==> src/dhps_pkg.sv <==
// ---------------------------------------------------------------------------
// dhps_pkg: shared types and constants
// Key set with double-hash probing: widths, status codes and beat types.
// ---------------------------------------------------------------------------
package dhps_pkg;

  localparam int unsigned KEY_W    = 32;
  localparam int unsigned DEPTH    = 1024;
  localparam int unsigned ADDR_W   = $clog2(DEPTH);
  localparam int unsigned SIZE_W   = 11;
  localparam int unsigned STATUS_W = 3;
  localparam int unsigned BIT_W    = $clog2(KEY_W);

  localparam logic [SIZE_W-1:0] SIZE_RESET = SIZE_W'(1021);
  localparam logic [SIZE_W-1:0] SIZE_MIN   = SIZE_W'(3);
  localparam logic [SIZE_W-1:0] SIZE_MAX   = SIZE_W'(DEPTH);
  localparam logic [6:0]        LOAD_NUM   = 7'd80;
  localparam logic [6:0]        LOAD_DEN   = 7'd100;

  localparam logic KIND_INSERT = 1'b0;
  localparam logic KIND_LOOKUP = 1'b1;

  localparam logic [STATUS_W-1:0] ST_INSERTED  = 3'd0;
  localparam logic [STATUS_W-1:0] ST_PRESENT   = 3'd1;
  localparam logic [STATUS_W-1:0] ST_FOUND     = 3'd2;
  localparam logic [STATUS_W-1:0] ST_NOT_FOUND = 3'd3;
  localparam logic [STATUS_W-1:0] ST_FULL      = 3'd4;
  localparam logic [STATUS_W-1:0] ST_INVALID   = 3'd5;

  typedef struct packed {
    logic             kind;
    logic [KEY_W-1:0] key;
  } in_beat_t;

  typedef struct packed {
    logic [STATUS_W-1:0] status;
    logic [ADDR_W-1:0]   slot;
  } out_beat_t;

  // Classified item handed from front to back
  typedef struct packed {
    logic              kind;
    logic              bad;
    logic [KEY_W-1:0]  key;
    logic [ADDR_W-1:0] pos;
    logic [ADDR_W-1:0] inc;
    logic [SIZE_W-1:0] size;
  } item_t;

  typedef struct packed {
    logic  valid;
    item_t item;
  } q_rd_t;

endpackage

==> src/dhps_queue.sv <==
// ---------------------------------------------------------------------------
// dhps_queue: two-entry queue
// Decouples the classifying front from the probing back.
// ---------------------------------------------------------------------------
module dhps_queue (
  input  logic              clk,
  input  logic              rst_n,
  input  logic              wr,
  input  dhps_pkg::item_t   wr_item,
  output logic              full,
  output dhps_pkg::q_rd_t   rd,
  input  logic              pop
);

  dhps_pkg::item_t mem_r [2];
  logic            wp_r, wp_nxt, rp_r, rp_nxt;
  logic [1:0]      cnt_r, cnt_nxt;

  assign full     = (cnt_r == 2'd2);
  assign rd.valid = (cnt_r != 2'd0);
  assign rd.item  = mem_r[rp_r];

  // advance pointers and count
  always_comb begin
    wp_nxt  = wr ? ~wp_r : wp_r;
    rp_nxt  = pop ? ~rp_r : rp_r;
    cnt_nxt = cnt_r + {1'b0, wr} - {1'b0, pop};
  end

  always_ff @(posedge clk) begin
    if (!rst_n) begin
      wp_r  <= 1'b0;
      rp_r  <= 1'b0;
      cnt_r <= 2'd0;
    end else begin
      wp_r  <= wp_nxt;
      rp_r  <= rp_nxt;
      cnt_r <= cnt_nxt;
    end
    if (wr) begin
      mem_r[wp_r] <= wr_item;
    end
  end

endmodule

==> config.mk <==
export PLATFORM = sky130hd
export DESIGN_NAME = dhps_queue
export DESIGN_NICKNAME = d
export VERILOG_FILES = /design/src/dhps_pkg.sv /design/src/dhps_queue.sv
export SDC_FILE = /design/constraint.sdc
export NUM_CORES = 1
export LEC_CHECK = 0
export ABC_AREA = 1
export BUFFER_PORTS_ARGS = -buffer_cell sky130_fd_sc_hd__buf_2
export CORE_MARGIN = 2
export CORE_UTILIZATION = 40
export CTS_BUF_LIST = sky130_fd_sc_hd__clkbuf_16
export DETAILED_ROUTE_END_ITERATION = 10
export GPL_ROUTABILITY_DRIVEN = 1
export MAX_ROUTING_LAYER = met4
export PLACE_DENSITY = 0.62
export SLEW_MARGIN = 25
export SYNTH_ARGS = -nofsm -noshare
export SYNTH_HDL_FRONTEND = slang
export SYNTH_SLANG_ARGS = --single-unit
export TNS_END_PERCENT = 20
==> constraint.sdc <==
create_clock -name clk -period 5.5 [get_ports clk]
set_clock_uncertainty 0.1 [all_clocks]
set_input_delay 0.825 -clock clk [delete_from_list [all_inputs] [get_ports clk]]
set_output_delay 0.825 -clock clk [all_outputs]
set_load 0.01 [all_outputs]
**Word level (Yosys, flattened, before mapping)**

Memory sizes are Yosys's and may differ from the RTL's. A register that Yosys moved wholly into a read port is not among the register bits.
Cells that the tools add are included.

- Bits in registers: 4
- Bits in writable memories: 130
- Output and inout bits: 67
- Word-level logic and storage cells: 14
- Memories: 1

- $add $sub $neg: 2
- Eq/ne operators: 1
- Multiplexer cells: 4
- Bitwise gates (word level): 2
- Reduce and logical (&&, ||, !) cells: 1

Memory list:

| name | depth | bits a word | rd ports | clocked after Yosys merged registers in | write ports | line | source |
|---|---|---|---|---|---|---|---|
| mem_r | 2 | 65 | 1 | 1 | 1 | dhps_queue.sv:15 | `dhps_pkg::item_t mem_r [2];` |

Operators by type and width:

| kind | count |
|---|---|
| $mux W1 | 4 |
| $add A2 B1 Y2 | 1 |
| $eq A2 B2 Y1 const B | 1 |
| $not A1 Y1 | 2 |
| $reduce_bool A2 Y1 | 1 |
| $sub A2 B1 Y2 | 1 |

**Logic depth before layout (Yosys ltp)**

Gate-level depths: netlist of run 1.

- Depth in word-level cells: 3
- Mapped depth: 9

**Worst setup path after synthesis of run 1**

No wires, ideal clock.

- Path kind: input-to-reg
- Start: input port wr
- End: memory mem_r[0][0] in the netlist's numbering (enable)
- Setup time: 0.490 ns
- Arrival: 3.591 ns
- Data required time: 4.910 ns
- Setup slack: 1.319 ns
- Cell stages on the path: 2
- Buffers on the path: 0
- Cell sequence: inv_1 nor2_1

- Cells in the longest elaborated chain, start to end: 2

RTL lines:

| what | line | source |
|---|---|---|
| start: declaration | dhps_queue.sv:8 | `input logic wr,` |
| $mux W1 | dhps_queue.sv:40 | `if (wr) begin` |
| $mux W1 (not written as such) | dhps_queue.sv:41 | `mem_r[wp_r] <= wr_item;` |
| end: declaration | dhps_queue.sv:15 |  |

No other way between the ends.

==> results by group, run 1 <==
Detailed routing
  – Via density: 4.441
  – Drt first pass iters: 4
  – DRT Wirelength: 8655 um
  – DR iter-0 viols: 124
  – Avg WL per Cell: 15.16 um
  – Post-route ant nets: 0
  – Via count: 2536
  – DRC violations left: 0

Global route
  – Initial antenna violation count: 0
  – Vias in the first global route: 2583
  – First-pass GRT wire length: 12810 um
  – Largest net degree at the start of global routing: 37
  – Congestion Overflow GR: 0
  – Total track usage: 0.1349

Clocking
  – Post-CTS setup buffers: 0
  – H-Tree Depth: 4
  – Post-cts resize count: 0
  – Clock Latency Late Sink: 0.41 ns
  – CTS Buf Count: 17
  – Clock Sinks: 135
  – Clock slew at the register clock pins of the worst setup and hold paths: 0.05 ns
  – CTS tree: done
  – Post-CTS Hold Buffers: 0
  – Root buffer cell: clkbuf_16
  – Clock Path Buffers: 2

Die
  – IO Pins: 136
  – Cell row count: 41
  – Core area: 0.01257 mm2
  – Initial Util: 0.4075
  – Die height: 117.2 um
  – Die area: 0.01372 mm2
  – Chip Width: 117.2 um

Yosys
  – Cell count after synthesis: 235
  – Post-synthesis sequential area ratio: 0.7818
  – Mean Syn Cell Area: 21.79 um2
  – Ranking of synthesized cells by area: edfxtp_1, mux2_4, mux2_2
  – Mapped Nets: 306
  – Synthesized area: 0.005121 mm2
  – Top cell type's share of synthesized area: 0.7623
  – #FFs+latches synth: 135
  – Post-synth top area cell: edfxtp_1
  – Synth cell types: 12
  – Warnings, synthesis: 0

STA
  – RSZ-0062 raised after global routing: no
  – Final period utilization: 0.5843
  – Rel. slew slack: 0.4530
  – Final Critical Period: 3.214 ns
  – Final worst slack: 2.286 ns
  – Setup_tns: 0 ns
  – Hold Violations, Final: 0
  – Hold slack: 0.4078 ns
  – Actual slew at the worst max-slew pin: 0.8193 ns
  – Final setup viols: 0
  – Achievable Freq: 311.2 MHz
  – Final Max Slew Viols: 0

Layout
  – Antenna cells: 0
  – Synthesis-to-layout area growth: 27.71%
  – Layout Cells excl Fill: 571
  – Nets@finish: 457
  – Final Instance Area: 0.006540 mm2
  – Core occupancy in the finished layout: 0.5204
  – Layout cell share with drive strength beyond 1: 0.5815
  – FILL cells: 1060

Place
  – Port Buffers: 135
  – Cell area after placement: 0.005993 mm2
  – Placement Setup Slack: 2.668 ns
  – Dpl hpwl: 5788 um
  – GP Congestion: 0.7077
  – Placed cells: 539

Setup path
  – Worst endpoint data arrival time: 2.29 ns
  – Largest delay share family, worst path: buffers and inverters
  – Endpoint type of the worst setup path: output port
  – Crit path max fanout: 35
  – Required @ worst endpoint: 4.58 ns
  – Levels on crit path: 3
  – Nature of the critical path startpoint: flop
  – Critical path class: reg -> out
  – Depth of the most critical reg-to-reg path: 3
  – CP Cell Sequence: buf_4 > mux2_2 > buf_2
  – Critical Path Slowest Stage Cell: dfxtp_4
  – Bufs and invs on worst path: 2
  – Max stage delay on crit path: 0.71 ns

Pwr
  – Worst vdd ir: 205.7 uV
  – P per Cell Area: 378.4 mW/mm2
  – Pwr Total: 2.475 mW
  – Leak: 2.621 nW

Flow run
  – Max cap viols: 0

Hold path
  – Tightest Hold Check Type: reg -> reg
  – WHS Path Cells: 2

Outcome
  – Status: finished clean
==> worst paths after layout <==
path / startpoint / slack, ns / endpoint
max: flop / 2.29 / rd[1]
min: rp_r / 0.41 / rp_r
max reg2reg: wp_r / 3.38 / mem_r[1][15]
min reg2reg: rp_r / 0.41 / rp_r
==> cells by family after synthesis <==
group,share of synthesized area
AO/OA/AOI/OAI,0.0009763
adder cells (fa/ha/maj),0.004886
buffers and inverters,0.01930
flip-flops,0.7818
multiplexers,0.1796
AND/OR/NAND/NOR,0.01344
==> routing by layer <==
layer / wire [um] / track usage / vias up
met5: 0 / - / -
met4: 171 / 0.07059 / 0
met3: 636 / 0.05252 / 15
met2: 4267 / 0.2034 / 91
met1: 3578 / 0.1567 / 1218
li1: - / - / 1212
==> cell usage in the layout (no fill, tap or decap), drive strengths merged, types with 2 or more instances in the layout <==
master / n
nor2: 8
buf: 139
inv: 9
clkinvlp: 2
clkbuf: 17
ha: 2
edfxtp: 130
bufinv: 2
clkinv: 9
mux2: 65
nand2: 9
dfxtp: 5
==> sequential cells by signal, indices dropped and copies added, names as in the netlist, named ones only <==
name and count:
mem_r 130, cnt_r 2, rp_r 1, wp_r 1
==> cell usage after synthesis <==
master and n:
buf_2 1, nor2_1 8, buf_6 6, mux2_2 15, inv_1 7, mux2_4 50, dfxtp_1 5, ha_1 2
edfxtp_1 130, a21oi_1 1, nand2_1 9, nand3_1 1
==> worst min-delay path, stage by stage, from the launching register on <==
cell     delay (ns)
dfxtp_1        0.32
nor2_1         0.06
nor2_1         0.09
==> power by group <==
group / switching [mW] / internal [mW] / leakage (nW)
sequential: 0.0221 / 1.19 / 1.26
clock: 0.385 / 0.650 / 0.272
combinational: 0.109 / 0.118 / 1.09
==> final cells by class <==
type,instances,area [um2],share of cell area
tap,172,215.2,0.03291
clock buffer,17,425.4,0.06505
clock inverter,15,121.4,0.01856
timing repair buffer,139,718.2,0.1098
multi-input combinational,86,1026,0.1569
inverter,7,26.28,0.004018
sequential,135,4008,0.6128
No activity file was read; power rests on OpenSTA's default activity.
==> inputs of run 2 (changes only) <==
==> constraint.sdc (replaced) <==
create_clock -name clk -period 3.15 [get_ports clk]
set_clock_uncertainty 0.1 [all_clocks]
set_input_delay 0.4725 -clock clk [delete_from_list [all_inputs] [get_ports clk]]
set_output_delay 0.4725 -clock clk [all_outputs]
set_load 0.01 [all_outputs]
==> run 2 against run 1 <==
Against the previous run:
- count of clock-buffer cells in the layout is the same
- via count grew 2.8%
- cell count grew 0.70%
- setup slack lost 1.5 ns
- sequential share of layout area shrank 0.58 points
- global-route usage grew 0.17 points
- routed wire length is essentially flat
- flip-flop and latch count is the same
- critical path depth is the same
- core utilization grew 0.50 points
- non-clock buffer count grew 1
==> results by group, run 2 (synthesis results as in run 1) <==
Global route
  – Vias in the first global route: 2617 (+1.3%)
  – Largest net degree at the start of global routing: 45 (+22%)
  – GR Util met1: 0.1580 (+0.001233)
  – GR peak layer: met2
  – Total track usage: 0.1366 (+0.001692)
  – Congestion Overflow GR: 0 (unchanged)
  – M2 GR Usage: 0.2023 (-0.001149)
  – Grt met3 use: 0.05870 (+0.006179)
  – First-pass GRT wire length: 12940 um (+1.1%)
  – Initial antenna violation count: 3 (+3)

STA
  – Final Critical Period: 2.329 ns
  – Rel. slew slack: 0.6541 (+0.2010)
  – Hold slack: 0.1496 ns (-0.2582 ns)
  – Final setup viols: 0 (unchanged)
  – Final worst slack: 0.8207 ns (-1.466 ns)
  – Final Max Slew Viols: 0 (unchanged)
  – Achievable Freq: 429.3 MHz
  – Actual slew at the worst max-slew pin: 0.5182 ns (-0.3011 ns)
  – Final period utilization: 0.7395
  – Hold Violations, Final: 0 (unchanged)
  – Setup_tns: 0 ns (unchanged)
  – RSZ-0062 raised after global routing: no

Clocking
  – CTS tree: done
  – Clock Path Buffers: 2 (unchanged)
  – Clock slew at the register clock pins of the worst setup and hold paths: 0.05 ns (about the same)
  – CTS Buf Count: 17 (unchanged)
  – Post-CTS setup buffers: 0 (unchanged)
  – H-Tree Depth: 4 (unchanged)
  – Post-cts resize count: 0 (unchanged)
  – Clock Latency Late Sink: 0.41 ns (about the same)
  – Root buffer cell: clkbuf_16
  – Clock Sinks: 135 (unchanged)
  – Post-CTS Hold Buffers: 0 (unchanged)

Setup path
  – Levels on crit path: 3 (unchanged)
  – Setup crit end: rd[0]
  – Nature of the critical path startpoint: flop
  – Critical Path Slowest Stage Cell: dfxtp_4
  – Endpoint type of the worst setup path: output port
  – CP Cell Sequence: buf_4 > mux2_2 > buf_2
  – Largest delay share family, worst path: buffers and inverters
  – Crit path max fanout: 17 (-51%)
  – Critical path class: reg -> out
  – Depth of the most critical reg-to-reg path: 3 (unchanged)
  – Worst endpoint data arrival time: 1.76 ns (-0.53 ns)
  – Max stage delay on crit path: 0.48 ns (-0.23 ns)
  – Worst r2r dst: mem_r[1][34]
  – Worst r2r src: wp_r
  – Bufs and invs on worst path: 2 (unchanged)
  – Required @ worst endpoint: 2.58 ns (-2.00 ns)
  – R2R Setup Slk: 1.45 ns (-1.93 ns)

Place
  – Port Buffers: 135 (unchanged)
  – GP Congestion: 0.7240 (+2.3%)
  – Cell area after placement: 0.006026 mm2 (+0.54%)
  – Dpl hpwl: 5630 um (-2.7%)
  – Placement Setup Slack: 1.207 ns (-1.461 ns)

Die
  – Die height: 117.2 um (unchanged)
  – Initial Util: 0.4075 (unchanged)
  – Die area: 0.01372 mm2 (unchanged)
  – Core area: 0.01257 mm2 (unchanged)
  – IO Pins: 136 (unchanged)
  – Chip Width: 117.2 um (unchanged)
  – Cell row count: 41 (unchanged)

Layout
  – Max reg flops: 130 (unchanged)
  – Layout cell share with drive strength beyond 1: 0.5825 (+0.001046)
  – Top flop regs: mem_r x130, cnt_r x2
  – FILL cells: 1022 (-3.6%)
  – Most common cell after layout, fill and taps aside: buf_2
  – Final Instance Area: 0.006603 mm2 (+0.96%)
  – Synthesis-to-layout area growth: 28.93%
  – Largest register by flop count: mem_r
  – Most frequent cells in the layout: buf_2, edfxtp_1, mux2_4
  – Nets@finish: 458 (+0.22%)

Pwr
  – Pwr Total: 4.411 mW (+78%)
  – P per Cell Area: 668.1 mW/mm2 (+77%)
  – Leak: 2.647 nW (+0.99%)
  – Worst vdd ir: 366.5 uV (+78%)

Detailed routing
  – DRT Wirelength: 8662 um (about the same)
  – DR iter-0 viols: 111 (-10%)
  – Via count: 2607 (+2.8%)
  – Via density: 4.534 (+2.1%)
  – Post-route ant nets: 0 (unchanged)
  – Avg WL per Cell: 15.06 um (-0.62%)
  – DRC violations left: 0 (unchanged)
  – Drt first pass iters: 4 (unchanged)

Outcome
  – Status: finished clean

Hold path
  – Tightest Hold Check Type: in -> reg

Flow run
  – Max cap viols: 0 (unchanged)
run 2: changes by cell type in the layout (fill, tap and decap cells not counted), sizes merged:
| cell | previous run | this run |
|---|---|---|
| bufinv | 2 | 3 |
| diode | 0 | 3 |
| buf | 139 | 140 |
| clkinvlp | 2 | 1 |
run 2: final cells by class:
| type | instances | area (um2) | area share |
|---|---|---|---|
| diodes | 3 | 7.507 | 0.001137 |
| clock buffers | 17 | 425.4 | 0.06443 |
| well taps | 172 | 215.2 | 0.03259 |
| repair buffers | 140 | 750.7 | 0.1137 |
| inverters | 7 | 26.28 | 0.003980 |
| multi-input cells | 86 | 1026 | 0.1554 |
| clock inverters | 15 | 143.9 | 0.02179 |
| flip-flops and latches | 135 | 4008 | 0.6070 |
run 2: worst min path at each step:
stage	from	end	slack, ns	depth (start not counted)
floorplan	rp_r	flop	0.36	2
global placement	rp_r	rp_r	0.38	2
detailed placement	rp_r	flop	0.42	2
CTS	wr_item[1]	mem_r[0][1]	0.13	1
global route	wr_item[36]	mem_r[0][36]	0.13	1
finish	wr_item[1]	mem_r[1][1]	0.15	1
run 2: power breakdown:
group | switching (mW) | leakage [nW] | internal (mW)
clock | 0.678 | 0.286 | 1.22
combinational | 0.200 | 1.10 | 0.211
sequential | 0.0293 | 1.26 | 2.08
run 2: through the flow:
stage	utilization	cells
after floorplan	-	235
after CTS	0.5247	572
after global routing	0.5253	575
after detailed placement	0.4794	540
after global placement	0.4794	540
final	0.5253	575
run 2: routing by layer:
layer | wire length, um | part of all wire
met5 | 0 | 0
met4 | 198 | 0.023
met3 | 626 | 0.072
met2 | 4069 | 0.47
met1 | 3768 | 0.44
==> inputs of run 3 (changes only) <==
--- a/config.mk
+++ b/config.mk
@@ -5,7 +5,7 @@
 export SDC_FILE = /design/constraint.sdc
 export NUM_CORES = 1
 export LEC_CHECK = 0
-export ABC_AREA = 1
+export ABC_AREA = 0
 export BUFFER_PORTS_ARGS = -buffer_cell sky130_fd_sc_hd__buf_2
 export CORE_MARGIN = 2
 export CORE_UTILIZATION = 40
@@ -13,7 +13,7 @@
 export DETAILED_ROUTE_END_ITERATION = 10
 export GPL_ROUTABILITY_DRIVEN = 1
 export MAX_ROUTING_LAYER = met4
-export PLACE_DENSITY = 0.62
+export PLACE_DENSITY = 0.65
 export SLEW_MARGIN = 25
 export SYNTH_ARGS = -nofsm -noshare
 export SYNTH_HDL_FRONTEND = slang
==> constraint.sdc (replaced) <==
create_clock -name clk -period 2.1 [get_ports clk]
set_clock_uncertainty 0.1 [all_clocks]
set_input_delay 0.315 -clock clk [delete_from_list [all_inputs] [get_ports clk]]
set_output_delay 0.315 -clock clk [all_outputs]
set_load 0.01 [all_outputs]
==> run 3 against run 2 <==
Against the previous run:
- hold slack worse by 0.082 ns
- critical path depth stayed put
- global-route usage is 0.60 points higher
- design area is 11% higher
- clock power is 44% higher
- combinational power is 100% higher
- count of clock-buffer cells in the layout stayed put
- core utilization is 5.7 points higher
- via count is 5.8% higher
- critical endpoint unchanged
- largest power group unchanged
==> results by group, run 3 <==
Setup path
  – Worst endpoint data arrival time: 1.58 ns (-0.18 ns)
  – Endpoint type of the worst setup path: output port
  – Required @ worst endpoint: 1.68 ns (-0.90 ns)
  – Nature of the critical path startpoint: flop
  – Crit path max fanout: 18 (+1)
  – Critical path class: reg -> out

Die
  – IO Pins: 136 (unchanged)
  – Cell row count: 41 (unchanged)
  – Die area: 0.01373 mm2 (about the same)
  – Initial Util: 0.4077 (about the same)
  – Die height: 117.2 um (about the same)
  – Core area: 0.01257 mm2 (unchanged)
  – Chip Width: 117.2 um (about the same)

Clocking
  – Clock Sinks: 135 (unchanged)
  – CTS tree: done
  – Root buffer cell: clkbuf_16
  – Post-cts resize count: 0 (unchanged)
  – Clock Latency Late Sink: 0.41 ns (about the same)
  – Clock slew at the register clock pins of the worst setup and hold paths: 0.06 ns (about the same)
  – Clock Path Buffers: 2 (unchanged)
  – CTS Buf Count: 17 (unchanged)
  – H-Tree Depth: 4 (unchanged)

Yosys
  – Synth cell types: 14 (+2)
  – Ranking of synthesized cells by area: edfxtp_1, mux2_4, mux2_2
  – Largest family of logic cells by synthesized area: multiplexers
  – Mean Syn Cell Area: 22.98 um2 (+5.4%)
  – Post-synthesis sequential area ratio: 0.7814 (about the same)
  – Top-count cell post-synth: edfxtp_1
  – Compound-cell area share of the yosys netlist: 0.001465 (+0.0004879)
  – Cell count after synthesis: 223 (-5.1%)
  – Multiplexer share of the synthesized area: 0.1795 (about the same)
  – Ys async rst share: 0 (unchanged)
  – Top cell type's share of synthesized area: 0.7619 (about the same)
  – Synthesized area: 0.005124 mm2 (about the same)
  – Mapped Nets: 294 (-3.9%)
  – Post-synth top area cell: edfxtp_1
  – Most used flip-flop cell after synthesis: edfxtp_1
  – Commonest cells in the synthesized netlist: edfxtp_1, mux2_4, mux2_2, buf_6, dfxtp_1
  – Simple-gate portion of the synthesized area: 0.01099 (-0.002449)
  – Post-synthesis adder-cell area fraction: 0.004884 (about the same)
  – Warnings, synthesis: 0 (unchanged)
  – XOR/XNOR share of the synthesized area: 0.006105 (+0.006105)
  – #FFs+latches synth: 135 (unchanged)
  – Post-synth EDFFs: 130 (unchanged)

Layout
  – Core occupancy in the finished layout: 0.5821 (+0.05674)
  – Largest register by flop count: mem_r
  – Synthesis-to-layout area growth: 42.78%
  – Antenna cells: 0 (-3)
  – Max reg flops: 130 (unchanged)
  – Top flop regs: mem_r x130, cnt_r x2
  – Most frequent cells in the layout: buf_2, edfxtp_1, dlygate4sd3_1
  – Nets@finish: 518 (+13%)
  – Layout cell share with drive strength beyond 1: 0.5272 (-0.05527)
  – Most common cell after layout, fill and taps aside: buf_2

STA
  – Final Max Slew Viols: 0 (unchanged)
  – RSZ-0062 raised after global routing: no
  – Achievable Freq: 502.3 MHz
  – Final worst slack: 0.1091 ns (-0.7116 ns)
  – Hold Violations, Final: 0 (unchanged)
  – Final Critical Period: 1.991 ns
  – Actual slew at the worst max-slew pin: 0.3955 ns (-0.1226 ns)
  – Final period utilization: 0.9481
  – Final setup viols: 0 (unchanged)
  – Rel. slew slack: 0.7363 (+0.08225)

Place
  – Placement Setup Slack: 0.3890 ns (-0.8183 ns)
  – GP Congestion: 0.6877 (-5.0%)
  – Port Buffers: 135 (unchanged)
  – Dpl hpwl: 5701 um (+1.3%)

Detailed routing
  – Drt first pass iters: 4 (unchanged)
  – Via density: 4.372 (-3.6%)
  – DR iter-0 viols: 124 (+12%)
  – DRC violations left: 0 (unchanged)
  – DRT Wirelength: 9166 um (+5.8%)
  – Metal3 WL: 513 um (-18%)
  – DR top layer: met4
  – Post-route ant nets: 0 (unchanged)
  – Via count: 2759 (+5.8%)
  – Met1 WL: 3850 um (+2.2%)
  – Avg WL per Cell: 14.53 um (-3.6%)
  – Met2 WL: 4614 um (+13%)

Global route
  – Congestion Overflow GR: 0 (unchanged)
  – Initial antenna violation count: 0 (-3)
  – Largest net degree at the start of global routing: 38 (-16%)
  – Vias in the first global route: 2900 (+11%)
  – Total track usage: 0.1426 (+0.005999)
  – First-pass GRT wire length: 13860 um (+7.1%)

Pwr
  – P per Cell Area: 919.3 mW/mm2 (+38%)
  – Leak: 2.927 nW (+11%)
  – Worst vdd ir: 584.8 uV (+60%)

Outcome
  – Status: finished clean

Hold path
  – Tightest Hold Check Type: in -> reg

Flow run
  – Max cap viols: 0 (unchanged)
[run 3: cell count changes after synthesis]
cell and delta:
and2_1 +4, o21a_1 +1, nor2b_1 +4, nor2_1 -8
nand2_1 -9, xnor3_1 +1, or2_2 +1, nand3_1 -1
xor2_1 +1, inv_1 -5, a21oi_1 -1
[run 3: cells by family (layout without fill, tap and decap cells)]
| logic type | Yosys count | count (layout) |
|---|---|---|
| fa+ha+maj | 2 | 2 |
| xor+xnor | 2 | 2 |
| flops | 135 | 135 |
| compound gates | 1 | 1 |
| simple gates | 9 | 9 |
| mux | 65 | 65 |
| buf+inv | 9 | 245 |
[run 3: final timing paths]
kind                            cells past startpoint            to  startpoint  slack, ns
worst max-delay path                                3         rd[0]        flop       0.11
worst min register to register                      2          flop        rp_r       0.48
worst max register to register                      2  mem_r[1][45]        wp_r       0.70
worst min-delay path                                2          wp_r       rst_n       0.07
[run 3: layer usage]
metal,global-route usage,vias to the layer above
met5,-,-
met1,0.1588,1331
met3,0.04840,14
li1,-,1326
met4,0.06824,0
met2,0.2310,88
[run 3: repair_timing]
| item | 4_1_cts | 5_1_grt |
|---|---|---|
| buffers inserted | 5 | 0 |
| hold buffers | 65 | 0 |
| setup endpoints to repair | 41 | 0 |
| endpoints found under the hold margin | 130 | 0 |
[run 3: final cells by class]
class,count,area [um2]
Fill cell,971,5253
Clock inverter,14,118.9
Multi-Input combinational cell,79,1050
Tap cell,172,215.2
Inverter,2,7.507
Timing Repair Buffer,212,1491
Sequential cell,135,4008
Clock buffer,17,425.4
[run 3: report_power, final]
group	internal [mW]	switching, mW	leakage (nW)
sequential	3.12	0.0479	1.26
clock	1.70	1.03	0.273
combinational	0.483	0.347	1.39
total	5.30	1.42	2.93
[run 3: worst max-delay path, stage by stage, from the launching register on]
cell,delay (ns)
dfxtp_4,0.47
buf_12,0.22
mux2_2,0.34
buf_2,0.14
[run 3: stage by stage]
step	total power, mW	cell area (um2)	TNS [ns]	std cells	hold slack (ns)
5_1_grt	7.008	7316	0	631	0.06670
3_3_place_gp	3.933	6083	0	530	0.4023
2_1_floorplan	3.660	5131	-22.47	223	0.3139
3_5_place_dp	3.953	6083	0	530	0.4066
4_1_cts	6.805	7316	0	631	0.05670
6_report	6.725	7316	0	631	0.06791
