## config.mk

```make
export PLATFORM = sky130hd
export DESIGN_NAME = dhps_front
export DESIGN_NICKNAME = d
export VERILOG_FILES = /design/src/dhps_pkg.sv /design/src/dhps_front.sv
export SDC_FILE = /design/constraint.sdc
export NUM_CORES = 1
export LEC_CHECK = 0
export ABC_AREA = 1
export BUFFER_PORTS_ARGS = -buffer_cell sky130_fd_sc_hd__buf_2
export CAP_MARGIN = 10
export CORE_MARGIN = 3
export CORE_UTILIZATION = 51
export DETAILED_ROUTE_END_ITERATION = 8
export PLACE_DENSITY = 0.76
export SETUP_SLACK_MARGIN = 0.3
export SLEW_MARGIN = 20
export SYNTH_ARGS = -nofsm -noshare
export SYNTH_HDL_FRONTEND = slang
export SYNTH_SLANG_ARGS = --single-unit
```

## constraint.sdc

```tcl
create_clock -name clk -period 4.4 [get_ports clk]
set_input_delay 0.22 -clock clk [delete_from_list [all_inputs] [get_ports clk]]
set_output_delay 0.22 -clock clk [all_outputs]
set_load 0.01 [all_outputs]
```

## src/dhps_pkg.sv

```systemverilog
// ---------------------------------------------------------------------------
// dhps_pkg: shared types and constants
// Key set with double-hash probing: widths, status codes and beat types.
// ---------------------------------------------------------------------------
package dhps_pkg;

  localparam int unsigned KEY_W    = 32;
  localparam int unsigned DEPTH    = 1024;
  localparam int unsigned ADDR_W   = $clog2(DEPTH);
  localparam int unsigned SIZE_W   = 11;
  localparam int unsigned STATUS_W = 3;
  localparam int unsigned BIT_W    = $clog2(KEY_W);

  localparam logic [SIZE_W-1:0] SIZE_RESET = SIZE_W'(1021);
  localparam logic [SIZE_W-1:0] SIZE_MIN   = SIZE_W'(3);
  localparam logic [SIZE_W-1:0] SIZE_MAX   = SIZE_W'(DEPTH);
  localparam logic [6:0]        LOAD_NUM   = 7'd80;
  localparam logic [6:0]        LOAD_DEN   = 7'd100;

  localparam logic KIND_INSERT = 1'b0;
  localparam logic KIND_LOOKUP = 1'b1;

  localparam logic [STATUS_W-1:0] ST_INSERTED  = 3'd0;
  localparam logic [STATUS_W-1:0] ST_PRESENT   = 3'd1;
  localparam logic [STATUS_W-1:0] ST_FOUND     = 3'd2;
  localparam logic [STATUS_W-1:0] ST_NOT_FOUND = 3'd3;
  localparam logic [STATUS_W-1:0] ST_FULL      = 3'd4;
  localparam logic [STATUS_W-1:0] ST_INVALID   = 3'd5;

  typedef struct packed {
    logic             kind;
    logic [KEY_W-1:0] key;
  } in_beat_t;

  typedef struct packed {
    logic [STATUS_W-1:0] status;
    logic [ADDR_W-1:0]   slot;
  } out_beat_t;

  // Classified item handed from front to back
  typedef struct packed {
    logic              kind;
    logic              bad;
    logic [KEY_W-1:0]  key;
    logic [ADDR_W-1:0] pos;
    logic [ADDR_W-1:0] inc;
    logic [SIZE_W-1:0] size;
  } item_t;

  typedef struct packed {
    logic  valid;
    item_t item;
  } q_rd_t;

endpackage

```

## src/dhps_front.sv

```systemverilog
// ---------------------------------------------------------------------------
// dhps_front: accept and classify
// Flags zero keys and works out start slot and step by bit-serial remainder.
// ---------------------------------------------------------------------------
module dhps_front (
  input  logic                          clk,
  input  logic                          rst_n,
  input  logic                          in_take,
  input  dhps_pkg::in_beat_t            in_data,
  input  logic [dhps_pkg::SIZE_W-1:0]   table_size,
  output logic                          busy,
  output logic                          q_wr,
  output dhps_pkg::item_t               q_item,
  input  logic                          q_full
);

  typedef enum logic [2:0] {
    F_IDLE = 3'b001,
    F_DIV  = 3'b010,
    F_PUSH = 3'b100
  } fstate_t;

  fstate_t                          state_r, state_nxt;
  logic [dhps_pkg::KEY_W-1:0]       h_r, h_nxt;
  logic [dhps_pkg::BIT_W-1:0]       cnt_r, cnt_nxt;
  logic [dhps_pkg::SIZE_W-1:0]      rem_a_r, rem_a_nxt, rem_b_r, rem_b_nxt;
  logic [dhps_pkg::SIZE_W-1:0]      size_r, size_nxt;
  logic                             kind_r, kind_nxt, bad_r, bad_nxt;
  logic [dhps_pkg::KEY_W-1:0]       key_r, key_nxt;
  logic [dhps_pkg::SIZE_W-1:0]      size_sat, size_m1;
  logic [dhps_pkg::SIZE_W:0]        ta, tb;

  // clamp the size into its legal range
  always_comb begin
    size_sat = table_size;
    if (table_size < dhps_pkg::SIZE_MIN) begin
      size_sat = dhps_pkg::SIZE_MIN;
    end else if (table_size > dhps_pkg::SIZE_MAX) begin
      size_sat = dhps_pkg::SIZE_MAX;
    end
  end

  assign size_m1 = size_r - dhps_pkg::SIZE_W'(1);
  assign ta = {rem_a_r, h_r[cnt_r]};
  assign tb = {rem_b_r, h_r[cnt_r]};

  // sequence: accept, divide one bit a cycle, push
  always_comb begin
    state_nxt = state_r;
    h_nxt     = h_r;
    cnt_nxt   = cnt_r;
    rem_a_nxt = rem_a_r;
    rem_b_nxt = rem_b_r;
    size_nxt  = size_r;
    kind_nxt  = kind_r;
    bad_nxt   = bad_r;
    key_nxt   = key_r;
    case (state_r)
      F_IDLE: begin
        if (in_take) begin
          h_nxt     = in_data.key - dhps_pkg::KEY_W'(1);
          key_nxt   = in_data.key;
          kind_nxt  = in_data.kind;
          size_nxt  = size_sat;
          cnt_nxt   = dhps_pkg::BIT_W'(dhps_pkg::KEY_W - 1);
          rem_a_nxt = '0;
          rem_b_nxt = '0;
          bad_nxt   = (in_data.key == '0);
          state_nxt = (in_data.key == '0) ? F_PUSH : F_DIV;
        end
      end
      F_DIV: begin
        rem_a_nxt = (ta >= {1'b0, size_r}) ? dhps_pkg::SIZE_W'(ta - {1'b0, size_r})
                                          : ta[dhps_pkg::SIZE_W-1:0];
        rem_b_nxt = (tb >= {1'b0, size_m1}) ? dhps_pkg::SIZE_W'(tb - {1'b0, size_m1})
                                           : tb[dhps_pkg::SIZE_W-1:0];
        cnt_nxt   = cnt_r - dhps_pkg::BIT_W'(1);
        if (cnt_r == '0) begin
          state_nxt = F_PUSH;
        end
      end
      F_PUSH: begin
        if (!q_full) begin
          state_nxt = F_IDLE;
        end
      end
      default: state_nxt = F_IDLE;
    endcase
  end

  always_ff @(posedge clk) begin
    if (!rst_n) begin
      state_r <= F_IDLE;
    end else begin
      state_r <= state_nxt;
    end
    h_r     <= h_nxt;
    cnt_r   <= cnt_nxt;
    rem_a_r <= rem_a_nxt;
    rem_b_r <= rem_b_nxt;
    size_r  <= size_nxt;
    kind_r  <= kind_nxt;
    bad_r   <= bad_nxt;
    key_r   <= key_nxt;
  end

  assign busy = (state_r != F_IDLE);
  assign q_wr = (state_r == F_PUSH) && !q_full;

  // build the queue entry
  always_comb begin
    q_item      = '0;
    q_item.kind = kind_r;
    q_item.bad  = bad_r;
    q_item.key  = key_r;
    q_item.size = size_r;
    q_item.pos  = rem_a_r[dhps_pkg::ADDR_W-1:0];
    q_item.inc  = dhps_pkg::ADDR_W'(rem_b_r + dhps_pkg::SIZE_W'(1));
  end

endmodule

```

======== Word-level counts from Yosys, hierarchy flattened ========
Index checks and enable logic that the tools add are counted.
storage, ports and cells
  ROM bits ................................ 0
  bits in latches ......................... 0
  flip-flop bits (word level) ............. 107
  word-level logic and storage cells ...... 52
  output and inout port bits .............. 67
  memories ................................ 0
  bits in writable memories ............... 0
cells by class
  add/subtract/negate cells ............... 6
  bitwise logic cells ..................... 0
  shifts and indexed selects .............. 0
  reductions and logical operators ........ 9
  eq/ne operators ......................... 7
  divide/modulo/power cells ............... 0
  multiplexer cells ....................... 15
  magnitude comparators ................... 5
  multiply operators ...................... 0
operator list
  operator                                                      count
  two-way mux 11 bit                                            4
  one-hot mux 11 bit (2 select lines)                           2
  zero test 32 bit                                              1
  subtractor 32 x 1 -> 32 bit (second input constant)           1
  >= comparator 12 x 11 -> 1 bit                                2
  subtractor 11 bit                                             2
  two-way mux 3 bit                                             4
  > comparator 11 bit (second input constant)                   1
  less-than comparator 11 x 2 -> 1 bit (second input constant)  1
  subtractor 11 x 1 -> 11 bit (second input constant)           1
  adder 10 x 1 -> 10 bit (second input constant)                1
  one-hot mux 5 bit (2 select lines)                            1
  one-hot mux 3 bit (3 select lines)                            1
  less-than comparator 5 x 6 -> 1 bit (second input constant)   1
  inequality test 2 bit (second input constant)                 3
  binary-select mux 1 bit (select 5 bit)                        1
  zero test 5 bit                                               1
  two-way mux 5 bit                                             1
  subtractor 5 x 1 -> 5 bit (second input constant)             1
  AND reduction 2 bit                                           2
  equality test 3 x 1 -> 1 bit (second input constant)          1
  equality test 3 x 2 -> 1 bit (second input constant)          1
  equality test 3 bit (second input constant)                   1
  inequality test 3 x 1 -> 1 bit (second input constant)        1
  other kinds (6)                                               6

======== Longest topological paths before layout ========
Gate-level depths: netlist of the first run.
  depth after elaboration ................. 5
  mapped depth ............................ 21

======== Least setup slack after synthesis of the first run ========
No wires, ideal clock.
  kind .................................... reg2reg
  start ................................... register state_r[0]
  end ..................................... register bad_r, enable pin
  setup slack ............................. -0.053 ns
  arrival time ............................ 3.937 ns
  path buffers ............................ 0
  cell stages (with the launch flop) ...... 5
  clock period less this slack ............ 4.453 ns
  setup time .............................. 0.516 ns
  path through ............................ dfxtp_1 > inv_2 > nor3_2 > inv_1 > nor2_1
on the way
  cells in the longest elaborated chain, start to end .. 2
ends and longest elaborated chain
  what                           line               source
  start: declaration             dhps_front.sv:23   fstate_t state_r, state_nxt;
  start signal: assignment       dhps_front.sv:95   state_r <= state_nxt;
  equality test 3 x 1 -> 1 bit   dhps_front.sv:58   case (state_r)
  AND reduction 2 bit (no line)  -
  end signal: assignment         dhps_front.sv:103  bad_r <= bad_nxt;
  end: declaration               dhps_front.sv:28   logic kind_r, kind_nxt, bad_r, bad_nxt;
No other way between the ends.
A chain may end at the register's enable or synchronous reset.

======== Worst setup path after layout of the first run ========
  start ................................... register cnt_r[0] in the netlist's numbering
  end ..................................... register rem_a_r[8] in the netlist's numbering, data pin
on the way
  cells in the longest elaborated chain, start to end .. 5
ends and longest elaborated chain
  what                                                                 line              source
  start: declaration                                                   dhps_front.sv:25  logic [dhps_pkg::BIT_W-1:0] cnt_r, cnt_nxt;
  start signal: assignment                                             dhps_front.sv:98  cnt_r <= cnt_nxt;
  binary-select mux 1 bit (select 5 bit) (*)                           dhps_front.sv:44  assign ta = {rem_a_r, h_r[cnt_r]};
  two-way mux 1 bit (implied by the code) (*)                          dhps_front.sv:44
  subtractor 11 bit or >= comparator 12 x 11 -> 1 bit (tied branches)  dhps_front.sv:73  rem_a_nxt = (ta >= {1'b0, size_r}) ? dhps_pkg::SIZE_W'(ta - {1'b0, size_r})
  two-way mux 11 bit (*)                                               dhps_front.sv:73
  one-hot mux 11 bit (2 select lines) (*)                              dhps_front.sv:58
  end signal: assignment                                               dhps_front.sv:99  rem_a_r <= rem_a_nxt;
  end: declaration                                                     dhps_front.sv:26  logic [dhps_pkg::SIZE_W-1:0] rem_a_r, rem_a_nxt, rem_b_r, rem_b_nxt;
Every way passes the cells marked *; elsewhere a longest branch is shown, timed or not. The select of a mux whose other input is x is not followed.

==> reports/results.tsv, run 1 <==
stage	metric	value	unit
clocking	Worst-Skew Late Latency	360	ps
layout	# diodes	0	
critical_path	crit end category	flip-flop	
global_route	largest net degree at the start of global routing	33	
synth	multiplexer share of the synthesized area	0	
floorplanning	Die Width	120.9	µm
synth	Main synth FF type	edfxtp_1	
sta	RSZ-0062 raised after global routing	false	
routing	DRT Pass-1 Iters	5	
worst_hold_path	Hold Crit Start	in_data[32]	
critical_path	FF-to-FF path depth	18	
sta	Fmax achieved	0.2797	GHz
job	Max-cap violations	0	
synth	main combinational cell family by area after synthesis	simple AND/OR/NAND/NOR gates	
layout	share of cells above drive strength 1	0.2103	
critical_path	CP arrival	3790	ps
routing	total routed wirelength	14.69	mm
worst_hold_path	path type of the worst min-delay path	in2reg	
clocking	buffers inserted by post-CTS timing repair	0	
global_route	first-pass GRT wire length	24.60	mm
synth	Post-synth top cells	148 x nand2_1, 105 x nor2_1, 104 x edfxtp_1	
synth	Synth Area in Compound Gates	0.05535	
clocking	post-CTS sizing	0	
synth	top-count cell post-synth	nand2_1	
floorplanning	Top Ports	115	
sta	fin. max-slew vios	0	
routing	Avg WL per Cell	14.03	µm
floorplanning	core region area	12770	µm²
clocking	CTS tree	done	
synth	Post-Synth XOR/XNOR Area	0.07281	
synth	Post-Synth Adder-Cell Area	0.05795	
synth	sequential-to-total area share from yosys stat	0.4725	
placed_design	DP HPWL	11.62	mm
sta	Min Hold Slack	40.39	ps
synth	Mean Syn Cell Area	8.817	µm²
synth	dominant cell type by area after synthesis	edfxtp_1	
critical_path	CP Cell Sequence	inv_4 > nand2_1 > nand3_1 > nand3_1 > nand2_1 > nor2_1 > nand2_1 > nand2_2 > ha_1 > inv_1 > fa_1 > nand3_1 > nand3_1 > nand3_1 > nand4_2 > inv_2 > nor2_1 > nor2_1	
synth	syn nets	842	
global_route	total global-route track usage	0.2116	
critical_path	crit start category	flip-flop	
critical_path	critical setup path kind	reg2reg	
clocking	cts hold-fix bufs	0	
synth	Synth Warn #	0	
floorplanning	Initial Utilization	0.5274	
floorplanning	row count	41	
global_route	vias in the first global route	5260	
sta	Fin. Hold Viols	0	
synth	number of synthesized flops with an enable pin	104	
clocking	Max clock buf depth	2	
layout	Nets	948	
pwr	PwrDens	368.4	nW/µm²
sta	clk_skew	13.47	ps
global_route	antenna violations before repair	0	
worst_hold_path	WHS Endpoint	kind_r	
critical_path	flop-to-flop setup slack	820	ps
critical_path	crit path max-delay cell type	edfxtp_1	
sta	fin crit period	3575	ps
synth	Yosys cell types	42	
synth	Mapped Cells	764	
pwr	Tot Pwr	2.825	mW
layout	Layout area overhead	13.84	%
clocking	Worst-path clk slew	70	ps
routing	drt first-iter violations	369	
synth	Synth Register Bits	107	
critical_path	most frequent CP cell	nand3_1	
routing	post-DR vias/cell	5.156	
critical_path	crit-path max FO	19	
worst_hold_path	WHS Path Cells	1	
sta	worst-margin pin slew	812.7	ps
global_route	GRT Residual Overflow	0	
sta	setup violators final	0	
synth	Post-Synth Simple-Gate Area	0.2545	
sta	setup TNS	0	ps
placed_design	routability congestion estimate	0.9363	
layout	post-layout instance area	7669	µm²
synth	post-synthesis cell area	6736	µm²
status	status	finished clean	
clocking	total CTS buffers	9	
floorplanning	Die H	120.9	µm
critical_path	CP peak stage delay	770	ps
clocking	H-tree depth	3	
routing	DRT antenna net count	0	
synth	top cells by area, synth	edfxtp_1 46%, nand2_1 8.2%, nor2_1 5.9%, inv_1 5.5%, ha_1 5.2%	
pwr	maximum VDD drop	0.2315	mV
synth	Yosys top cell area share	0.4636	
pwr	P_leak	3.422	nW
sta	Worst slew margin	0.4569	
clocking	clk root buf	clkbuf_16	
critical_path	worst r2r src	cnt_r[0]	
floorplanning	DIE AREA	14620	µm²
sta	fin crit share	0.8126	
clocking	clk sink count	107	
synth	FFs w/ async S/R, synth	0	
routing	DR vias	5398	
routing	Residual DRC	0	
critical_path	Req. time, crit path	4610	ps
placed_design	PortBufs	114	
placed_design	placed cell areas	7382	µm²
critical_path	FF-to-FF End	rem_a_r[8]	
==> through the flow <==
step	setup WS, ps	cells	util
4_1_cts	828.1	1047	0.6004
6_report	824.7	1047	0.6004
3_3_place_gp	956.7	1031	0.5779
5_1_grt	452.1	1047	0.6004
3_5_place_dp	858.4	1031	0.5779
2_1_floorplan	1268	764	-
==> final cells by class <==
type                       instances  area, µm²
tap                              172      215.2
multi-input combinational        527       2979
fill                            1111       5105
clock buffer                       9      225.2
timing repair buffer             118      600.6
clock inverter                     7      61.31
inverter                         107      404.1
sequential                       107       3183
==> logic make-up (layout without fill, tap and decap cells) <==
logic type	after synthesis	after routing
flip-flops	107	107
AND/OR/NAND/NOR	374	374
adder cells (fa/ha/maj)	30	30
AO/OA/AOI/OAI	67	67
XOR/XNOR	56	56
buffers and inverters	130	241
==> worst max-delay path by stage <==
stage / depth (start not counted) / slack (ps) / from / to
finish: 18 / 820 / cnt_r[0] / rem_a_r[8]
global placement: 18 / 960 / cnt_r[0] / rem_a_r[7]
detailed placement: 18 / 860 / cnt_r[0] / rem_a_r[8]
global route: 18 / 450 / cnt_r[0] / rem_a_r[8]
CTS: 18 / 830 / cnt_r[0] / rem_a_r[8]
floorplan: 4 / 1270 / state_r[0] / bad_r
==> report_power, final <==
group          total [mW]  internal (mW)  switching, mW
clock network       0.780          0.395          0.385
logic               0.746          0.265          0.482
registers            1.30           1.24         0.0581
total                2.82           1.90          0.925
==> registers in the layout, summed over array words and instances, names as in the netlist <==
name     cells
key_r       32
size_r      11
bad_r        1
rem_a_r     11
rem_b_r     11
cnt_r        5
h_r         32
state_r      3
kind_r       1
==> per-layer routing <==
| metal | track usage | routed length (µm) |
|---|---|---|
| met1 | 0.2704 | 6392 |
| met2 | 0.3546 | 7114 |
| met5 | 0 | 0 |
| met3 | 0.04149 | 831 |
| met4 | 0.08286 | 350 |
==> critical path: cells and delay by family, from the launching register on <==
| family | cells | cell delay, ps |
|---|---|---|
| adder cells (fa/ha/maj) | 2 | 580 |
| buffers and inverters | 3 | 600 |
| AND/OR/NAND/NOR | 13 | 1450 |
| flip-flops | 1 | 770 |
==> cell usage in the layout (no fill, tap or decap), types with 2 or more instances in the layout <==
cell type,netlist,final
inv_1,98,98
dfxtp_1,3,3
o21ai_1,10,10
buf_2,3,114
edfxtp_1,104,104
xor2_1,37,37
nor2_1,105,104
a21boi_0,2,2
buf_4,12,4
inv_8,0,2
nand3_1,58,58
nand4_2,2,2
nor2_2,10,10
clkbuf_16,0,9
fa_1,2,2
inv_2,8,8
a21oi_1,24,24
nor2_4,6,7
o21ai_0,21,20
nand4_1,17,17
xnor2_1,19,19
nor3_1,5,5
a21oi_2,6,6
clkinv_4,0,2
ha_1,28,28
nand2_2,7,7
or2_1,2,2
nor3_2,3,3
nand2_1,148,148
a21o_1,2,2
nor4_1,3,3
Power figures use the tool's default switching activity.
==> inputs of run 2 (changes only) <==
Clock period 4.4 ns to 2.99 ns, I/O delays scaled along.
==> run 2 against run 1 <==
Cell area grew 11%. Die area is the same. Critical path type unchanged. Power grew 60%. Wire length grew 15%. Critical endpoint is now rem_b_r[1]. Largest cell class is now multi-input combinational cells. Sequential share of layout area shrank 4.2 points. Critical path depth shrank 2.
==> reports/results.tsv, run 2 (same netlist as run 1, synthesis figures left out) <==
stage	metric	value	unit	change
layout	# diodes	0		unchanged
critical_path	CP top delay family	simple AND/OR/NAND/NOR gates		
critical_path	critical setup path kind	reg2reg		
routing	DRT antenna net count	0		unchanged
sta	fin crit share	0.9621		+0.1495
pwr	maximum VDD drop	0.3464	mV	+50%
layout	Layout area overhead	26.62	%	
critical_path	crit start category	flip-flop		
critical_path	Crit path buffers/inverters	4		+1
routing	post-DR vias/cell	5.239		+1.6%
placed_design	placed cell areas	7518	µm²	+1.8%
layout	area of the multi-input gates	3354	µm²	+13%
routing	DR vias	5758		+6.7%
sta	Fin. Hold Viols	0		unchanged
worst_hold_path	Hold Crit Start	in_data[23]		
global_route	GRT Residual Overflow	0		unchanged
sta	clk_skew	13.46	ps	-0.003000 ps
layout	share of cells above drive strength 1	0.3344		+0.1241
critical_path	crit end category	flip-flop		
pwr	P_leak	3.770	nW	+10%
job	Max-cap violations	0		unchanged
pwr	PwrDens	528.7	nW/µm²	+44%
clocking	total CTS buffers	9		unchanged
sta	setup TNS	0	ps	unchanged
sta	Fmax achieved	0.3476	GHz	+24%
sta	worst-margin pin slew	716.2	ps	-96.49 ps
clocking	clk root buf	clkbuf_16		
floorplanning	Die Width	120.9	µm	unchanged
floorplanning	Initial Utilization	0.5274		unchanged
critical_path	crit-path max FO	6		-13
critical_path	launch point of the worst path	size_r[1]		
sta	setup violators final	0		unchanged
critical_path	worst r2r src	size_r[1]		
critical_path	CP peak stage delay	430	ps	-340 ps
routing	total routed wirelength	16.91	mm	+15%
floorplanning	core region area	12770	µm²	unchanged
worst_hold_path	path type of the worst min-delay path	in2reg		
clocking	Worst-Skew Late Latency	360	ps	about the same
status	status	finished clean		
layout	most frequent cells in the layout	128 x nand2_1, 114 x buf_2, 104 x edfxtp_1		
floorplanning	DIE AREA	14620	µm²	unchanged
routing	DRT Pass-1 Iters	5		unchanged
routing	drt first-iter violations	503		+36%
layout	post-layout instance area	8529	µm²	+11%
critical_path	crit path max-delay cell type	edfxtp_1		
floorplanning	row count	41		unchanged
global_route	total global-route track usage	0.2317		+0.02015
routing	Avg WL per Cell	15.38	µm	+9.7%
sta	RSZ-0062 raised after global routing	true		
clocking	Worst-path clk slew	80	ps	about the same
global_route	first-pass GRT wire length	26.79	mm	+8.9%
layout	Nets	1000		+5.5%
layout	filler instances	976		-12%
clocking	clk sink count	107		unchanged
sta	Worst slew margin	0.5225		+0.06555
clocking	Max clock buf depth	2		unchanged
sta	fin. max-slew vios	0		unchanged
global_route	vias in the first global route	5757		+9.4%
critical_path	most frequent CP cell	ha_4		
floorplanning	Die H	120.9	µm	unchanged
layout	biggest regs	h_r: 32 flops, key_r: 32 flops		
critical_path	CP Cell Sequence	inv_2 > ha_4 > nand3_4 > nor4_4 > nand3_1 > xor2_1 > inv_1 > ha_4 > nand2_2 > nor2_4 > nand3_2 > nand4_4 > buf_6 > inv_8 > nor2_2 > nor2_1		
placed_design	PortBufs	114		unchanged
sta	fin crit period	2877	ps	-698.7 ps
clocking	CTS tree	done		
layout	commonest non-fill, non-tap cell in the layout	nand2_1		
global_route	largest net degree at the start of global routing	67		+100%
routing	Residual DRC	0		unchanged
critical_path	Req. time, crit path	3100	ps	-1510 ps
floorplanning	Top Ports	115		unchanged
placed_design	routability congestion estimate	0.9073		-3.1%
layout	sequential cell area	3183	µm²	unchanged
placed_design	DP HPWL	11.73	mm	+0.91%
critical_path	CP arrival	2990	ps	-800 ps
clocking	H-tree depth	3		unchanged
global_route	antenna violations before repair	0		unchanged
## run 2: cell types whose count changed in the layout (fill, tap and decap cells not counted), moves of 5 or more
cell and change:
buf_6 +12, a21oi_2 +6, o21ai_0 -12, ha_1 -5, nand3_1 -18, nand2_2 +17, nand3_2 +17, o21ai_2 +13
a21oi_1 -6, nand2_1 -20, nor2_4 +6, nor2_1 -9, buf_4 +32
## run 2: power breakdown
group	leakage, nW	total (mW)	internal [mW]	switching [mW]
registers	1.01	1.91	1.83	0.0886
logic	2.62	1.44	0.579	0.856
clock network	0.143	1.16	0.582	0.578
## run 2: stage by stage
step                worst slack [ps]  std cells  hold slack, ps    util  total power, mW
floorplan                      304.8        764           233.7       -            2.745
global placement               149.5       1044           327.1  0.5886            3.063
detailed placement             72.90       1044           331.9  0.5886            3.076
CTS                            208.2       1086          0.3912  0.6427            4.370
global route                   1.560       1099           5.835  0.6677            4.726
finish                         113.4       1099           9.010  0.6677            4.509
## run 2: worst register-to-register path, stage by stage, from the launching register on
cell      delay (ps)
edfxtp_1         430
inv_2            120
ha_4             160
nand3_4          100
nor4_4           280
nand3_1          120
xor2_1           160
inv_1            100
ha_4             280
nand2_2           70
nor2_4           170
nand3_2          120
nand4_4          170
buf_6            140
inv_8             50
nor2_2            90
nor2_1            50
## run 2: worst paths after layout
path / end / slack (ps) / cells after the start
hold / removal: key_r[23] / 9 / 1
setup reg to reg: rem_b_r[1] / 110 / 16
hold reg to reg: state_r[0] / 620 / 3
setup / recovery: rem_b_r[1] / 110 / 16
## run 2: repair_timing
| action | in CTS | in global routing |
|---|---|---|
| buffers inserted | 19 | 13 |
| pin swaps | 23 | 32 |
| setup endpoints to repair | 22 | 22 |
| gates cloned | 3 | 0 |
| gates resized for setup | 58 | 63 |
| hold endpoints to repair | 4 | 0 |
| hold buffers | 4 | 0 |
## run 2: metal layers
metal	share of wire	wire length [µm]	GRT usage
met3	0.054	917	0.03497
met2	0.52	8791	0.4210
met4	0.030	504	0.09844
met5	0	0	0
met1	0.40	6696	0.2711
## run 2: final cells by class
cell class              count  share of cell area
multi-input cells         527              0.3933
flip-flops and latches    107              0.3732
repair buffers            169              0.1256
inverters                 107             0.04826
clock buffers               9             0.02640
well taps                 172             0.02523
clock inverters             7            0.007041
repair inverters            1            0.001027
==> inputs of run 3 (changes only) <==
--- a/constraint.sdc
+++ b/constraint.sdc
@@ -3,2 +3,2 @@
 set_output_delay 0.1495 -clock clk [all_outputs]
-set_load 0.01 [all_outputs]
+set_load 0.05 [all_outputs]
==> run 3 against run 2 <==
Via count is 3.9% lower. Register-to-register slack better by 70 ps. Sequential cell count stayed put. Maximum frequency is 2.4% higher. First-iteration DRC count is 8.3% lower. Count of clock-buffer cells in the layout stayed put. Setup slack better by 68 ps. Cell area is 4.2% lower. Power is 3.9% higher. Clock skew is 5.4 ps lower. Hold slack better by 1.6 ps. Global-route usage is 1.6 points lower.
==> reports/results.tsv, run 3 (same netlist as run 1, synthesis figures left out) <==
stage	metric	value	unit	change
status	status	finished clean		
critical_path	CP arrival	2910	ps	-80 ps
clocking	Worst-Skew Late Latency	350	ps	about the same
sta	RSZ-0062 raised after global routing	true		
global_route	GRT Residual Overflow	0		unchanged
routing	drt first-iter violations	461		-8.3%
routing	top routing layer used	met4		
sta	fin crit share	0.9393		-0.02273
routing	post-DR vias/cell	5.141		-1.9%
worst_hold_path	path type of the worst min-delay path	in2reg		
layout	share of cells above drive strength 1	0.2655		-0.06893
layout	filler instances	1040		+6.6%
critical_path	crit start category	flip-flop		
clocking	clk sink count	107		unchanged
sta	Fmax achieved	0.3561	GHz	+2.4%
floorplanning	Top Ports	115		unchanged
routing	DRT antenna net count	0		unchanged
clocking	total CTS buffers	9		unchanged
layout	# diodes	0		unchanged
routing	WL met1	6.368	mm	-4.9%
job	Max-cap violations	0		unchanged
sta	final worst slack	181.4	ps	+67.97 ps
clocking	Max clock buf depth	2		unchanged
layout	Nets	977		-2.3%
routing	total routed wirelength	15.55	mm	-8.0%
critical_path	Req. time, crit path	3100	ps	about the same
routing	DRT Pass-1 Iters	5		unchanged
sta	Fin. Hold Viols	0		unchanged
layout	most frequent cells in the layout	145 x nand2_1, 114 x buf_2, 104 x edfxtp_1		
sta	fin crit period	2809	ps	-67.97 ps
critical_path	critical setup path kind	reg2reg		
sta	clk_skew	8.017	ps	-5.445 ps
floorplanning	row count	41		unchanged
placed_design	routability congestion estimate	0.8974		-1.1%
global_route	vias in the first global route	5433		-5.6%
global_route	total global-route track usage	0.2158		-0.01592
clocking	clk root buf	clkbuf_16		
routing	Residual DRC	0		unchanged
placed_design	pre-CTS WS	-10.84	ps	-83.74 ps
sta	setup violators final	0		unchanged
pwr	maximum VDD drop	0.4867	mV	+41%
routing	Avg WL per Cell	14.45	µm	-6.0%
critical_path	crit end category	flip-flop		
clocking	CTS tree	done		
layout	commonest non-fill, non-tap cell in the layout	nand2_1		
layout	biggest regs	h_r: 32 flops, key_r: 32 flops		
sta	fin. max-slew vios	0		unchanged
clocking	Worst-path clk slew	70	ps	about the same
floorplanning	Initial Utilization	0.5274		unchanged
global_route	first-pass GRT wire length	25.06	mm	-6.4%
routing	DR vias	5532		-3.9%
layout	Layout area overhead	21.27	%	
floorplanning	Die H	120.9	µm	unchanged
placed_design	PortBufs	114		unchanged
floorplanning	core region area	12770	µm²	unchanged
floorplanning	DIE AREA	14620	µm²	unchanged
sta	setup TNS	0	ps	unchanged
pwr	P_leak	3.597	nW	-4.6%
placed_design	DP HPWL	11.60	mm	-1.1%
pwr	PwrDens	573.3	nW/µm²	+8.4%
sta	Worst slew margin	0.4712		-0.05133
routing	WL met3	953	µm	+3.9%
global_route	largest net degree at the start of global routing	80		+19%
floorplanning	Die Width	120.9	µm	unchanged
sta	Min Hold Slack	10.65	ps	+1.636 ps
routing	WL met2	7.935	mm	-9.7%
sta	worst-margin pin slew	792.4	ps	+76.23 ps
clocking	H-tree depth	3		unchanged
critical_path	crit-path max FO	10		+4
global_route	antenna violations before repair	0		unchanged
run 3: layout make-up:
cell class | count | area (µm²) | share of cell area
Sequential cell | 107 | 3183 | 0.3896
Clock buffer | 9 | 225.2 | 0.02757
Tap cell | 172 | 215.2 | 0.02634
Multi-Input combinational cell | 528 | 3192 | 0.3907
Timing Repair inverter | 1 | 5.005 | 0.0006127
Timing Repair Buffer | 145 | 840.8 | 0.1029
Inverter | 107 | 414.1 | 0.05070
Clock inverter | 7 | 93.84 | 0.01149
run 3: power by group:
part / switching (mW) / leakage (nW) / internal [mW]
Clock: 0.571 / 0.153 / 0.673
Sequential: 0.0838 / 1.01 / 1.83
Combinational: 1.06 / 2.44 / 0.469
run 3: per-stage QoR:
stage               utilization  power [mW]  cells  instance area, µm²
floorplan                     -       3.035    764                6797
global placement         0.5877       3.329   1039                7507
detailed placement       0.5877       3.344   1039                7507
CTS                      0.6274       4.644   1069                8014
global route             0.6395       4.921   1076                8169
finish                   0.6395       4.683   1076                8169
run 3: worst max-delay path, stage by stage, from the launching register on:
cell and delay, ps:
edfxtp_1 410, buf_4 160, nor2_2 120, nand4_1 160, nor2_2 200, nand3_1 100
xor2_1 160, ha_1 330, nand2_1 80, nand2_1 70, a21oi_2 200, nand4_4 160
buf_6 180, o21ai_0 150, nor2_1 60
run 3: what timing repair did:
item | CTS | global route
endpoints found under the hold margin | 4 | 0
hold buffers | 4 | 0
buffers inserted | 9 | 6
setup endpoints to repair | 22 | 22
pin swaps | 2 | 13
gates cloned | 1 | 1
gates resized for setup | 17 | 32
run 3: worst paths after layout:
check | cells after the start | start | endpoint | slack [ps]
max | 14 | size_r[1] | rem_b_r[5] | 180
min reg2reg | 3 | state_r[2] | state_r[0] | 570
min | 2 | rst_n | state_r[0] | 10
max reg2reg | 14 | size_r[1] | rem_b_r[5] | 180
run 3: layer usage:
| layer | vias to the layer above | global-route usage |
|---|---|---|
| li1 | 2785 | - |
| met1 | 2534 | 0.2597 |
| met2 | 188 | 0.3856 |
| met3 | 25 | 0.04802 |
| met4 | 0 | 0.06445 |
| met5 | - | 0 |
